===== config.mk =====
export PLATFORM = sky130hd
export DESIGN_NAME = backlight_on_timeout_fade_controller
export DESIGN_NICKNAME = d
export VERILOG_FILES = /design/src/bofc_pkg.sv /design/src/bofc_div.sv /design/src/bofc_dp.sv /design/src/bofc_ctrl.sv /design/src/backlight_on_timeout_fade_controller.sv
export SDC_FILE = /design/constraint.sdc
export NUM_CORES = 1
export LEC_CHECK = 0
export BUFFER_PORTS_ARGS = -buffer_cell sky130_fd_sc_hd__clkbuf_2
export CAP_MARGIN = 40
export CORE_ASPECT_RATIO = 0.8
export CORE_UTILIZATION = 30
export CTS_BUF_LIST = sky130_fd_sc_hd__clkbuf_4 sky130_fd_sc_hd__clkbuf_8
export DETAILED_ROUTE_END_ITERATION = 8
export PLACE_DENSITY = 0.53
export SLEW_MARGIN = 20
export SYNTH_ARGS = -nofsm -noshare
export SYNTH_HDL_FRONTEND = slang
export SYNTH_SLANG_ARGS = --single-unit

===== constraint.sdc =====
create_clock -name clk -period 12.7 [get_ports clk]
set_clock_uncertainty 0.2 [all_clocks]
set_input_delay 1.905 -clock clk [delete_from_list [all_inputs] [get_ports clk]]
set_output_delay 1.905 -clock clk [all_outputs]
set_load 0.01 [all_outputs]

===== src/bofc_pkg.sv =====
// shared constants, codes and control types of the backlight controller
package bofc_pkg;

	localparam int LVL_W  = 14;
	localparam int PCT_W  = 8;
	localparam int DUR_W  = 16;
	localparam int FI_W   = 16;
	localparam int STEP_W = 6;
	localparam int DEC_W  = 8;
	localparam int DVS_W  = 7;
	localparam int MODE_W = 2;
	localparam int IN_W   = PCT_W + DUR_W;
	localparam int OUT_W  = LVL_W + MODE_W;
	localparam int RCP_W  = 13;

	localparam logic [LVL_W-1:0]  FULL_SCALE    = LVL_W'(8499);
	localparam logic [STEP_W-1:0] FADE_STEPS    = STEP_W'(50);
	localparam logic [DVS_W-1:0]  PCT_MAX       = DVS_W'(100);
	localparam logic [FI_W-1:0]   FADE_INT_RST  = FI_W'(80);

	// level / fade steps as a reciprocal multiply, exact over the level range
	localparam int                DEC_SHIFT = 18;
	localparam logic [RCP_W-1:0]  DEC_RECIP =
		RCP_W'(((1 << DEC_SHIFT) + int'(FADE_STEPS) - 1) / int'(FADE_STEPS));

	localparam logic [MODE_W-1:0] MODE_OFF  = 2'd0;
	localparam logic [MODE_W-1:0] MODE_ON   = 2'd1;
	localparam logic [MODE_W-1:0] MODE_FADE = 2'd2;

	localparam logic [1:0] DSEL_QUO = 2'd0;
	localparam logic [1:0] DSEL_LVL = 2'd1;

	typedef struct packed {
		logic       load;
		logic       div_start;
		logic [1:0] div_sel;
		logic       take_level;
		logic       commit;
	} bofc_cmd_t;

	typedef struct packed {
		logic is_on_cmd;
		logic pct_zero;
		logic div_done;
	} bofc_sts_t;

endpackage


===== src/bofc_div.sv =====
// restoring divider, one quotient bit per cycle
module bofc_div (
	input  logic                         clk,
	input  logic                         arst_n,
	input  logic                         start,
	input  logic [bofc_pkg::LVL_W-1:0]   dividend,
	input  logic [bofc_pkg::DVS_W-1:0]   divisor,
	output logic [bofc_pkg::LVL_W-1:0]   quotient,
	output logic                         done
);
	import bofc_pkg::*;

	localparam int CNT_W = $clog2(LVL_W + 1);

	logic [CNT_W-1:0] count_q;
	logic             done_q;
	logic [DVS_W-1:0] rem_q;
	logic [LVL_W-1:0] quo_q;
	logic [DVS_W-1:0] dvs_q;
	logic [DVS_W:0]   rem_sh;
	logic [DVS_W:0]   rem_sub;
	logic             bit_ok;

	assign rem_sh  = {rem_q, quo_q[LVL_W-1]};
	assign rem_sub = rem_sh - {1'b0, dvs_q};
	assign bit_ok  = rem_sh >= {1'b0, dvs_q};

	always_ff @(posedge clk or negedge arst_n) begin
		if (!arst_n) begin
			count_q <= '0;
			done_q  <= 1'b0;
		end else begin
			done_q <= 1'b0;
			if (start) begin
				count_q <= CNT_W'(LVL_W);
			end else if (count_q != '0) begin
				count_q <= count_q - 1'b1;
				if (count_q == CNT_W'(1)) begin
					done_q <= 1'b1;
				end
			end
		end
	end

	always_ff @(posedge clk) begin
		if (start) begin
			rem_q <= '0;
			quo_q <= dividend;
			dvs_q <= divisor;
		end else if (count_q != '0) begin
			rem_q <= bit_ok ? rem_sub[DVS_W-1:0] : rem_sh[DVS_W-1:0];
			quo_q <= {quo_q[LVL_W-2:0], bit_ok};
		end
	end

	assign quotient = quo_q;
	assign done     = done_q;

endmodule


===== src/bofc_dp.sv =====
// datapath: item latch, level scaling, on timer, fade state and config register
module bofc_dp (
	input  logic                          clk,
	input  logic                          arst_n,
	input  bofc_pkg::bofc_cmd_t           cmd,
	output bofc_pkg::bofc_sts_t           sts,
	input  logic                          in_action,
	input  logic [bofc_pkg::PCT_W-1:0]    in_pct,
	input  logic [bofc_pkg::DUR_W-1:0]    in_dur,
	input  logic                          fi_we,
	input  logic [bofc_pkg::FI_W-1:0]     fi_wdata,
	output logic [bofc_pkg::LVL_W-1:0]    level,
	output logic [bofc_pkg::MODE_W-1:0]   mode
);
	import bofc_pkg::*;

	localparam int PROD_W = LVL_W + RCP_W;

	logic                action_q;
	logic [DVS_W-1:0]    pct_q;
	logic [DUR_W-1:0]    dur_q;
	logic [LVL_W-1:0]    new_level_q;
	logic [FI_W-1:0]     fade_int_q;

	logic [MODE_W-1:0]   mode_q;
	logic [LVL_W-1:0]    level_q;
	logic [DUR_W-1:0]    on_rem_q;
	logic [STEP_W-1:0]   steps_q;
	logic [DEC_W-1:0]    dec_q;
	logic [FI_W-1:0]     icount_q;

	logic [MODE_W-1:0]   mode_d;
	logic [LVL_W-1:0]    level_d;
	logic [DUR_W-1:0]    on_rem_d;
	logic [STEP_W-1:0]   steps_d;
	logic [DEC_W-1:0]    dec_d;
	logic [FI_W-1:0]     icount_d;

	logic [LVL_W-1:0]    div_dividend;
	logic [DVS_W-1:0]    div_divisor;
	logic [LVL_W-1:0]    div_quo;
	logic                div_done;
	logic [FI_W-1:0]     icount_inc;
	logic [STEP_W-1:0]   steps_dec;
	logic [PROD_W-1:0]   dec_prod;

	bofc_div u_div (
		.clk      (clk),
		.arst_n   (arst_n),
		.start    (cmd.div_start),
		.dividend (div_dividend),
		.divisor  (div_divisor),
		.quotient (div_quo),
		.done     (div_done)
	);

	always_comb begin
		unique case (cmd.div_sel)
			DSEL_QUO: begin
				div_dividend = LVL_W'(PCT_MAX);
				div_divisor  = pct_q;
			end
			default: begin
				div_dividend = FULL_SCALE;
				div_divisor  = div_quo[DVS_W-1:0];
			end
		endcase
	end

	assign sts.is_on_cmd = action_q;
	assign sts.pct_zero  = pct_q == '0;
	assign sts.div_done  = div_done;

	always_ff @(posedge clk) begin
		if (cmd.load) begin
			action_q <= in_action;
			pct_q    <= (in_pct > PCT_W'(PCT_MAX)) ? PCT_MAX : in_pct[DVS_W-1:0];
			dur_q    <= in_dur;
		end
		if (cmd.take_level) begin
			new_level_q <= div_quo;
		end
	end

	assign icount_inc = icount_q + 1'b1;
	assign steps_dec  = (steps_q != '0) ? steps_q - 1'b1 : steps_q;
	assign dec_prod   = PROD_W'(new_level_q) * PROD_W'(DEC_RECIP);

	always_comb begin
		mode_d   = mode_q;
		level_d  = level_q;
		on_rem_d = on_rem_q;
		steps_d  = steps_q;
		dec_d    = dec_q;
		icount_d = icount_q;
		if (action_q) begin
			mode_d   = MODE_ON;
			on_rem_d = dur_q;
			level_d  = (pct_q == '0) ? '0 : new_level_q;
			dec_d    = (pct_q == '0) ? '0 : dec_prod[DEC_SHIFT +: DEC_W];
		end else if (mode_q == MODE_ON) begin
			if (on_rem_q == '0) begin
				mode_d   = MODE_FADE;
				steps_d  = FADE_STEPS;
				icount_d = '0;
			end else begin
				on_rem_d = on_rem_q - 1'b1;
			end
		end else if (mode_q == MODE_FADE) begin
			icount_d = icount_inc;
			if (icount_inc >= fade_int_q) begin
				icount_d = '0;
				level_d  = (level_q >= LVL_W'(dec_q)) ? level_q - LVL_W'(dec_q) : '0;
				steps_d  = steps_dec;
				if (steps_dec == '0) begin
					mode_d  = MODE_OFF;
					level_d = '0;
				end
			end
		end
	end

	always_ff @(posedge clk or negedge arst_n) begin
		if (!arst_n) begin
			mode_q     <= MODE_OFF;
			level_q    <= '0;
			on_rem_q   <= '0;
			steps_q    <= FADE_STEPS;
			dec_q      <= '0;
			icount_q   <= '0;
			fade_int_q <= FADE_INT_RST;
		end else begin
			if (fi_we) begin
				fade_int_q <= fi_wdata;
			end
			if (cmd.commit) begin
				mode_q   <= mode_d;
				level_q  <= level_d;
				on_rem_q <= on_rem_d;
				steps_q  <= steps_d;
				dec_q    <= dec_d;
				icount_q <= icount_d;
			end
		end
	end

	assign level = level_q;
	assign mode  = mode_q;

endmodule


===== src/bofc_ctrl.sv =====
// controller: request sequencing, divider steps and output valid
module bofc_ctrl (
	input  logic                 clk,
	input  logic                 arst_n,
	input  logic                 in_valid,
	output logic                 in_ready,
	output logic                 out_valid,
	input  logic                 out_ready,
	output bofc_pkg::bofc_cmd_t  cmd,
	input  bofc_pkg::bofc_sts_t  sts
);
	import bofc_pkg::*;

	localparam logic [2:0] ST_IDLE     = 3'd0;
	localparam logic [2:0] ST_DISPATCH = 3'd1;
	localparam logic [2:0] ST_DIV_QUO  = 3'd2;
	localparam logic [2:0] ST_DIV_LVL  = 3'd3;
	localparam logic [2:0] ST_COMMIT   = 3'd4;

	logic [2:0] state_q;
	logic [2:0] state_d;
	logic       valid_q;
	logic       out_free;

	assign out_free = !valid_q || out_ready;

	always_comb begin
		state_d = state_q;
		cmd     = '0;
		cmd.div_sel = DSEL_QUO;
		unique case (state_q)
			ST_IDLE: begin
				if (in_valid) begin
					cmd.load = 1'b1;
					state_d  = ST_DISPATCH;
				end
			end
			ST_DISPATCH: begin
				if (sts.is_on_cmd && !sts.pct_zero) begin
					cmd.div_start = 1'b1;
					cmd.div_sel   = DSEL_QUO;
					state_d       = ST_DIV_QUO;
				end else begin
					state_d = ST_COMMIT;
				end
			end
			ST_DIV_QUO: begin
				if (sts.div_done) begin
					cmd.div_start = 1'b1;
					cmd.div_sel   = DSEL_LVL;
					state_d       = ST_DIV_LVL;
				end
			end
			ST_DIV_LVL: begin
				if (sts.div_done) begin
					cmd.take_level = 1'b1;
					state_d        = ST_COMMIT;
				end
			end
			ST_COMMIT: begin
				if (out_free) begin
					cmd.commit = 1'b1;
					state_d    = ST_IDLE;
				end
			end
			default: begin
				state_d = ST_IDLE;
			end
		endcase
	end

	always_ff @(posedge clk or negedge arst_n) begin
		if (!arst_n) begin
			state_q <= ST_IDLE;
			valid_q <= 1'b0;
		end else begin
			state_q <= state_d;
			if (cmd.commit) begin
				valid_q <= 1'b1;
			end else if (out_ready) begin
				valid_q <= 1'b0;
			end
		end
	end

	assign in_ready  = state_q == ST_IDLE;
	assign out_valid = valid_q;

endmodule


===== src/backlight_on_timeout_fade_controller.sv =====
// top level of the backlight on-timeout and fade controller
//
// input stream: one request per millisecond tick (s_tuser = 0) or per turn-on
// command (s_tuser = 1, s_tdata carries percent and on time). every request
// yields one result on the output stream: the pwm compare level and the mode
// (off, on, fading) after that request.
// fade_interval_we writes the fade step spacing in ticks; write it while idle.
// requests are handled one at a time. a tick or a zero-percent command goes from
// acceptance through the dispatch and commit states to a registered result; a
// turn-on command with a nonzero percent first makes two passes through the
// shared 14-step restoring divider (100 / percent, full scale / that quotient).
// s_tready is high only while the controller is idle.
// the result sits in an output register; the next request is accepted while
// it waits, but its own result is held back until the receiver takes the
// previous one. a stalled receiver therefore stops intake after one request.
// after reset the light is off at level 0 and fade_interval is 80.
module backlight_on_timeout_fade_controller (
	input  logic                          clk,
	input  logic                          arst_n,
	input  logic                          s_tvalid,
	output logic                          s_tready,
	input  logic [bofc_pkg::IN_W-1:0]     s_tdata,   // on_pct, duration_ms
	input  logic                          s_tuser,   // action
	output logic                          m_tvalid,
	input  logic                          m_tready,
	output logic [bofc_pkg::OUT_W-1:0]    m_tdata,   // pwm_level, light_mode
	input  logic                          fade_interval_we,
	input  logic [bofc_pkg::FI_W-1:0]     fade_interval_wdata
);
	import bofc_pkg::*;

	bofc_cmd_t         cmd;
	bofc_sts_t         sts;
	logic [LVL_W-1:0]  level;
	logic [MODE_W-1:0] mode;

	bofc_ctrl u_ctrl (
		.clk       (clk),
		.arst_n    (arst_n),
		.in_valid  (s_tvalid),
		.in_ready  (s_tready),
		.out_valid (m_tvalid),
		.out_ready (m_tready),
		.cmd       (cmd),
		.sts       (sts)
	);

	bofc_dp u_dp (
		.clk       (clk),
		.arst_n    (arst_n),
		.cmd       (cmd),
		.sts       (sts),
		.in_action (s_tuser),
		.in_pct    (s_tdata[PCT_W-1:0]),
		.in_dur    (s_tdata[IN_W-1:PCT_W]),
		.fi_we     (fade_interval_we),
		.fi_wdata  (fade_interval_wdata),
		.level     (level),
		.mode      (mode)
	);

	assign m_tdata = {mode, level};

endmodule


==> run_results.csv, run 1 <==
group,metric,value,unit
run_status,status,"finished with violations",
run_status,violated_checks,"design-rule violations",
critical_path,cp.arrival,5.38,ns
final_layout,final_cell_area,12820,sq um
global_route,wire_length_of_the_first_global_routing_pass,44940,microns
timing,achievable-frequency,0.1935,GHz
global_route,globalRouteTotalUtil,0.1485,
critical_path,start_kind,"flop",
power_and_ir_drop,power_share_of_the_clock_group,0.168,
route,detailedRoute.firstPassIterationCount,7,
die,die_h,177.0,microns
clocking,clock_path_buffers,2,
final_layout,area_delta_synth_final,11.64,%
clocking,worst_skew_pair.late_latency,0.49,ns
clocking,cts_resized,0,
final_layout,final_non_filler_cells,1734,
synth,synth_seq_area_share,0.3567,
clocking,clkTransAtPathRegs,0.10,ns
placed_design,placedInstanceArea,12430,sq um
timing,grt_setup_unrepaired,"no",
synth,postSynth.topFlopCell,"dfrtp_1",
die,initial_util,0.3073,
timing,fin_tns_setup,0,ns
die,design.die.area,39060,sq um
die,fp.dieW,220.7,microns
clocking,ctsHtreeMaxLevel,4,
critical_path,timing.critical_path.max_delay_family,"adder cells",
power_and_ir_drop,vdd_ir_drop_max,110.4,uV
critical_path,cp-end-kind,"flop",
timing,timing_max_transition_violations_final,0,
die,core-area,37360,sq um
final_layout,fillCellCount,3834,
power_and_ir_drop,power.net_switching,0.9675,mW
timing,min_period_over_period,0.4070,
clocking,clock-root-buffer,"clkbuf_8",
placed_design,port_buffers,63,
final_layout,antennaDiodeCount,0,
flow_run,drv.max_cap_violation_count,0,
placed_design,setup_slack_at_placement,7.506,ns
route,drt_wl_cell,15.91,microns
placed_design,place_congestion,0.8556,
power_and_ir_drop,comb_power_share,0.477,
timing,fin_hold_ws,0.2636,ns
power_and_ir_drop,switching_share,0.4287,
clocking,sink_count,153,
route,drc,2,
worst_hold_path,timing.hold.worst.class,"reg2reg",
synth,mean_instance_size_in_the_synthesized_netlist,9.838,sq um
synth,synth_edf_count,59,
power_and_ir_drop,internal_power,1.289,mW
die,ioPinCount,64,
die,std_cell_rows,63,
power_and_ir_drop,seq_power_share,0.355,
timing,post-route-min-period,5.169,ns
clocking,ctsHoldBuffers,0,
power_and_ir_drop,total_power,2.257,mW
clocking,tritoncts,"built",
synth,async_flop_share,0.5686,
synth,synth.lib_cells_used.distinct,73,
power_and_ir_drop,power_per_cell_area,176.1,nW/um^2
synth,yosys_warnings,0,
critical_path,crit_path_max_delay_cell_type,"edfxtp_1",
route,detail-route-antenna-nets,0,
critical_path,max_stage_delay,0.63,ns
power_and_ir_drop,p_leak,5.938,nW
synth,synth_nets,1410,
critical_path,crit_fanout,8,
critical_path,crit_buf_inv,4,
timing,final-hold-violation-count,0,
global_route,grt_max_degree,48,
placed_design,place_inst,1702,
critical_path,criticalPathCategory,"reg2reg",
route,dr_total_vias,8358,
final_layout,layout.nets,1477,
final_layout,fraction_of_final_layout_cells_sized_beyond_drive_strength_1,0.1131,
global_route,globalRouteOverflowTotal,0,
placed_design,place_hpwl,21930,microns
critical_path,worst_ep_required_time,12.92,ns
final_layout,utilization,0.3430,
route,finalWirelength,27590,microns
global_route,antenna_violations_before_repair,0,
clocking,postCtsSetupRepairBufs,0,
timing,timing_worst_slew_pin_value,0.6801,ns
clocking,cts_inserted_buffers,17,
timing,setup_viol,0,
global_route,vias_in_the_first_global_route,8322,
route,initialDrtViolationCount,710,
synth,yosys_register_bits,153,
critical_path,cell_chain_of_the_critical_path,"fa_1 > ha_1 > inv_1 > fa_1 > inv_1 > fa_1 > inv_1 > fa_1 > inv_1 > ha_1 > a21oi_1 > o2111ai_1 > a311oi_1 > o41ai_1 > nand3_1 > mux2_2 > o21ai_0",
timing,relSlewSlack,0.5394,
synth,synth.cell_area,11480,sq um
route,number_of_vias_per_cell,4.820,
synth,synth_cells,1167,
timing,final.setup.worst_slack,7.531,ns
## cells by family after synthesis
family,share of synthesized area
fa+ha+maj,0.2565
buf+inv,0.06637
mux,0.02158
xor+xnor,0.02365
simple gates,0.1323
flops,0.3567
compound gates,0.1429
## power groups by stage
stage	logic (mW)	clock network, mW	registers (mW)
after floorplan	0.795	0	0.771
after global placement	1.07	0	0.809
after detailed placement	1.07	0	0.810
after CTS	1.08	0.391	0.801
after global routing	1.23	0.410	0.821
final	1.08	0.379	0.801
## synth_stat cells (all sizes together) (3+ instances only)
| library cell | number | area [sq um] |
|---|---|---|
| or4 | 4 | 33.78 |
| o22ai | 11 | 68.82 |
| dfstp | 5 | 131.4 |
| nor3 | 24 | 120.1 |
| o211ai | 7 | 52.55 |
| o31ai | 4 | 30.03 |
| a21o | 16 | 120.1 |
| or2 | 5 | 31.28 |
| edfxtp | 59 | 1772 |
| inv | 173 | 649.4 |
| dfxtp | 7 | 140.1 |
| nor4 | 8 | 71.32 |
| a31oi | 8 | 50.05 |
| a21boi | 5 | 37.54 |
| a21oi | 53 | 265.3 |
| nand2 | 91 | 341.6 |
| mux2 | 14 | 157.7 |
| and2 | 15 | 93.84 |
| o2bb2ai | 8 | 70.07 |
| dfrtp | 82 | 2052 |
| buf | 4 | 18.76 |
| clkbuf | 24 | 90.09 |
| nand3 | 30 | 162.7 |
| nand2b | 16 | 100.1 |
| nor2 | 64 | 240.2 |
| a221oi | 7 | 61.31 |
| mux2i | 9 | 90.09 |
| xor2 | 12 | 105.1 |
| nor2b | 7 | 43.79 |
| and3 | 10 | 62.56 |
| o21a | 9 | 67.56 |
| xnor2 | 19 | 166.4 |
| a211oi | 6 | 45.04 |
| or3 | 5 | 31.28 |
| o21ai | 93 | 465.5 |
| a22oi | 9 | 67.56 |
| fa | 64 | 1281 |
| nand4 | 8 | 50.05 |
| ha | 133 | 1664 |
| nand4b | 3 | 41.29 |
## final timing paths
| path | from | endpoint | slack, ns | cells after the start |
|---|---|---|---|---|
| max | u_dp.new_level_q[11]$_DFFE_PP_ | u_dp.dec_q[7]$_DFFE_PN0P_ | 7.53 | 17 |
| min | u_dp.u_div.quotient[9]$_SDFFCE_PP0P_ | u_dp.new_level_q[9]$_DFFE_PP_ | 0.26 | 0 |
| max reg2reg | u_dp.new_level_q[11]$_DFFE_PP_ | u_dp.dec_q[7]$_DFFE_PN0P_ | 7.53 | 17 |
| min reg2reg | u_dp.u_div.quotient[9]$_SDFFCE_PP0P_ | u_dp.new_level_q[9]$_DFFE_PP_ | 0.26 | 0 |
| max in group asynchronous | arst_n | u_dp.steps_q[1]$_DFFE_PN1P_ | 10.21 | 3 |
| min in group asynchronous | arst_n | u_dp.level[3]$_DFFE_PN0P_ | 1.12 | 1 |
## state kept, by name (all words and copies together) (netlist names), 2 cells and up
name                 cells
u_dp.fade_int_q         16
u_dp.u_div.quotient     14
u_dp.dec_q               8
u_dp.on_rem_q           16
u_dp.level              14
u_dp.pct_q               7
u_ctrl.state_q           3
u_dp.icount_q           16
u_dp.new_level_q        14
u_dp.dur_q              16
u_dp.mode                2
u_dp.steps_q             6
u_dp.u_div.rem_q         7
u_dp.u_div.dvs_q         7
u_dp.u_div.count_q       4
## worst reg2reg max path: cells and delay by family, from the launching register on
kind | cells | cell delay [ns]
AO/OA/AOI/OAI | 5 | 0.89
adder cells (fa/ha/maj) | 6 | 2.69
buffers and inverters | 4 | 0.20
flip-flops | 1 | 0.63
multiplexers | 1 | 0.34
AND/OR/NAND/NOR | 1 | 0.15
## metal layers
metal	track usage	share of wire	vias to the layer above
met5	0	0	-
met4	0.03225	0.012	0
met3	0.03488	0.047	17
met2	0.2053	0.41	173
met1	0.2299	0.53	3977
li1	-	-	4191
## cell type report
| cell class | count | area, sq um | area share |
|---|---|---|---|
| inverter | 174 | 653.1 | 0.05096 |
| multi-input combinational | 812 | 6634 | 0.5176 |
| clock inverter | 15 | 156.4 | 0.01220 |
| clock buffer | 17 | 234.0 | 0.01825 |
| tap | 487 | 609.3 | 0.04754 |
| sequential | 153 | 4095 | 0.3195 |
| timing repair buffer | 76 | 435.4 | 0.03397 |
## layout by cell type, fill, tap and decap left out, types with 19 or more instances in the layout
master,Yosys,routed
o21ai_0,93,93
nand3_1,29,29
nor3_1,24,22
nor2_1,64,64
nand2_1,91,91
edfxtp_1,59,59
ha_1,133,133
dfrtp_1,82,82
a21oi_1,53,53
fa_1,64,64
inv_1,173,173
xnor2_1,19,19
clkbuf_2,0,62
(Power assumes the default switching activity.)
==> inputs of run 2 (changes only) <==
==> constraint.sdc (replaced) <==
create_clock -name clk -period 5.35 [get_ports clk]
set_clock_uncertainty 0.2 [all_clocks]
set_input_delay 0.8025 -clock clk [delete_from_list [all_inputs] [get_ports clk]]
set_output_delay 0.8025 -clock clk [all_outputs]
set_load 0.01 [all_outputs]
==> run 2 against run 1 <==
Maximum frequency fell by 0.74%. Core utilization rose by 0.50 points. Sequential power rose by 140%. First-iteration DRC count fell by 23%. Flip-flop and latch count did not move. The run still ends with design-rule violations left. Combinational power rose by 140%. Routed wire length rose by 0.16%. Worst hold slack improved by 0.0025 ns. Clock power rose by 140%. Power rose by 140%.
==> run_results.csv, run 2 (same netlist as run 1, synthesis figures left out) <==
group,metric,value,unit
final_layout,area_delta_synth_final,13.27,%
critical_path,criticalPathCategory,"reg2reg",
route,detail-route-antenna-nets,0,
run_status,violated_checks,"design-rule violations",
route,dr_total_vias,8387,
route,number_of_vias_per_cell,4.784,
critical_path,cp-end-kind,"flop",
power_and_ir_drop,p_leak,6.038,nW
worst_hold_path,hold_path_start,"u_dp.u_div.quotient[7]$_SDFFCE_PP0P_",
critical_path,crit_start,"u_dp.new_level_q[10]$_DFFE_PP_",
final_layout,layout.nets,1496,
clocking,tritoncts,"built",
global_route,globalRouteOverflowTotal,0,
placed_design,place_congestion,0.8899,
route,detailedRoute.firstPassIterationCount,7,
clocking,clkTransAtPathRegs,0.10,ns
critical_path,regToRegEndpoint,"u_dp.dec_q[7]$_DFFE_PN0P_",
final_layout,layout.cells.most_common,"inv_1",
worst_hold_path,min_delay_path_depth,0,
power_and_ir_drop,vdd_ir_drop_max,214.8,uV
critical_path,r2r_setup_slack,0.14,ns
timing,min_period_over_period,0.9734,
critical_path,reg2regPathDepth,14,
clocking,worst_skew_pair.late_latency,0.48,ns
timing,grt_setup_unrepaired,"yes",
timing,final-hold-violation-count,0,
die,std_cell_rows,63,
timing,post-route-min-period,5.208,ns
die,die_h,177.0,microns
clocking,ctsHtreeMaxLevel,4,
route,drc,2,
global_route,grt_max_degree,51,
die,ioPinCount,64,
placed_design,place_inst,1708,
worst_hold_path,timing.hold.worst.class,"reg2reg",
clocking,clock_path_buffers,2,
flow_run,drv.max_cap_violation_count,0,
die,fp.dieW,220.7,microns
critical_path,crit_fanout,7,
route,finalWirelength,27630,microns
die,initial_util,0.3073,
timing,fin_tns_setup,0,ns
critical_path,worst_ep_required_time,5.55,ns
clocking,sink_count,153,
power_and_ir_drop,total_power,5.393,mW
route,drt_wl_cell,15.76,microns
timing,timing_worst_slew_pin_value,0.6547,ns
route,initialDrtViolationCount,545,
critical_path,cp.arrival,5.41,ns
timing,relSlewSlack,0.5636,
run_status,status,"finished with violations",
global_route,wire_length_of_the_first_global_routing_pass,44950,microns
critical_path,start_kind,"flop",
placed_design,place_hpwl,21900,microns
global_route,antenna_violations_before_repair,0,
clocking,clock-root-buffer,"clkbuf_8",
power_and_ir_drop,power_per_cell_area,414.7,nW/um^2
final_layout,final_non_filler_cells,1753,
global_route,vias_in_the_first_global_route,8320,
die,design.die.area,39060,sq um
final_layout,fraction_of_final_layout_cells_sized_beyond_drive_strength_1,0.1295,
final_layout,most-common-layout-cells,"inv_1 (172), ha_1 (132), o21ai_0 (92), nand2_1 (91), dfrtp_1 (82)",
placed_design,port_buffers,63,
critical_path,regToRegStartpoint,"u_dp.new_level_q[10]$_DFFE_PP_",
clocking,cts_inserted_buffers,17,
critical_path,cp-endpoint,"u_dp.dec_q[7]$_DFFE_PN0P_",
final_layout,antennaDiodeCount,0,
timing,timing_max_transition_violations_final,0,
die,core-area,37360,sq um
timing,achievable-frequency,0.1920,GHz
timing,setup_viol,0,
global_route,globalRouteTotalUtil,0.1491,
## run 2: changes by cell type in the layout (fill, tap and decap cells not counted), sizes merged
cell,before,now
buf,14,32
dlygate4sd3,0,1
clkinv,2,3
inv,183,182
## run 2: final cells by class
cell class,instances,area [sq um]
Timing Repair Buffer,95,580.6
Fill cell,3826,24360
Multi-Input combinational cell,812,6656
Clock inverter,15,176.4
Clock buffer,17,234.0
Inverter,174,653.1
Tap cell,487,609.3
Sequential cell,153,4095
## run 2: routing by layer
layer	part of all wire	vias to the layer above	global-route usage	wire [microns]
met1	0.54	3982	0.2313	14820
li1	-	4223	-	-
met5	0	-	0	0
met4	0.011	0	0.03482	306
met2	0.42	164	0.2111	11580
met3	0.033	18	0.02629	924
## run 2: power by group
group	leakage, nW	switching [mW]	internal [mW]
registers	1.72	0.295	1.60
clock network	0.199	0.527	0.395
logic	4.11	1.49	1.08
total	6.04	2.32	3.08
## run 2: repair_timing
item                                   4_1_cts  5_1_grt
hold buffers                                 1        0
gates resized for setup                      0        5
setup endpoints to repair                    0        5
setup buffers                                0       12
endpoints found under the hold margin       16        0
## run 2: worst min path at each step
stage / endpoint / slack [ns]
after floorplan: u_dp.new_level_q[10]$_DFFE_PP_ / 0.22
after global placement: u_dp.new_level_q[9]$_DFFE_PP_ / 0.24
after detailed placement: u_dp.new_level_q[9]$_DFFE_PP_ / 0.24
after CTS: u_dp.dur_q[10]$_DFFE_PP_ / 0.24
after global routing: u_dp.dur_q[10]$_DFFE_PP_ / 0.24
final: u_dp.new_level_q[7]$_DFFE_PP_ / 0.27
## run 2: worst max-delay path, stage by stage (launching register included)
cell	delay (ns)
edfxtp_1	0.56
buf_4	0.21
fa_1	0.43
ha_1	0.32
fa_1	0.49
fa_1	0.55
inv_1	0.05
fa_1	0.53
inv_1	0.04
ha_1	0.32
nand3_1	0.16
o41ai_1	0.60
nand3_1	0.22
mux2_2	0.31
o21ai_0	0.14
## run 2: through the flow
stage	cell area [sq um]	hold slack, ns	setup WS, ns	utilization
after floorplan	11480	0.2174	0.5652	-
after global placement	12440	0.2407	0.2323	0.3331
after detailed placement	12470	0.2399	0.1417	0.3338
after CTS	12890	0.2420	0.1376	0.3451
after global routing	13010	0.2414	-0.06350	0.3481
final	13010	0.2660	0.1423	0.3481
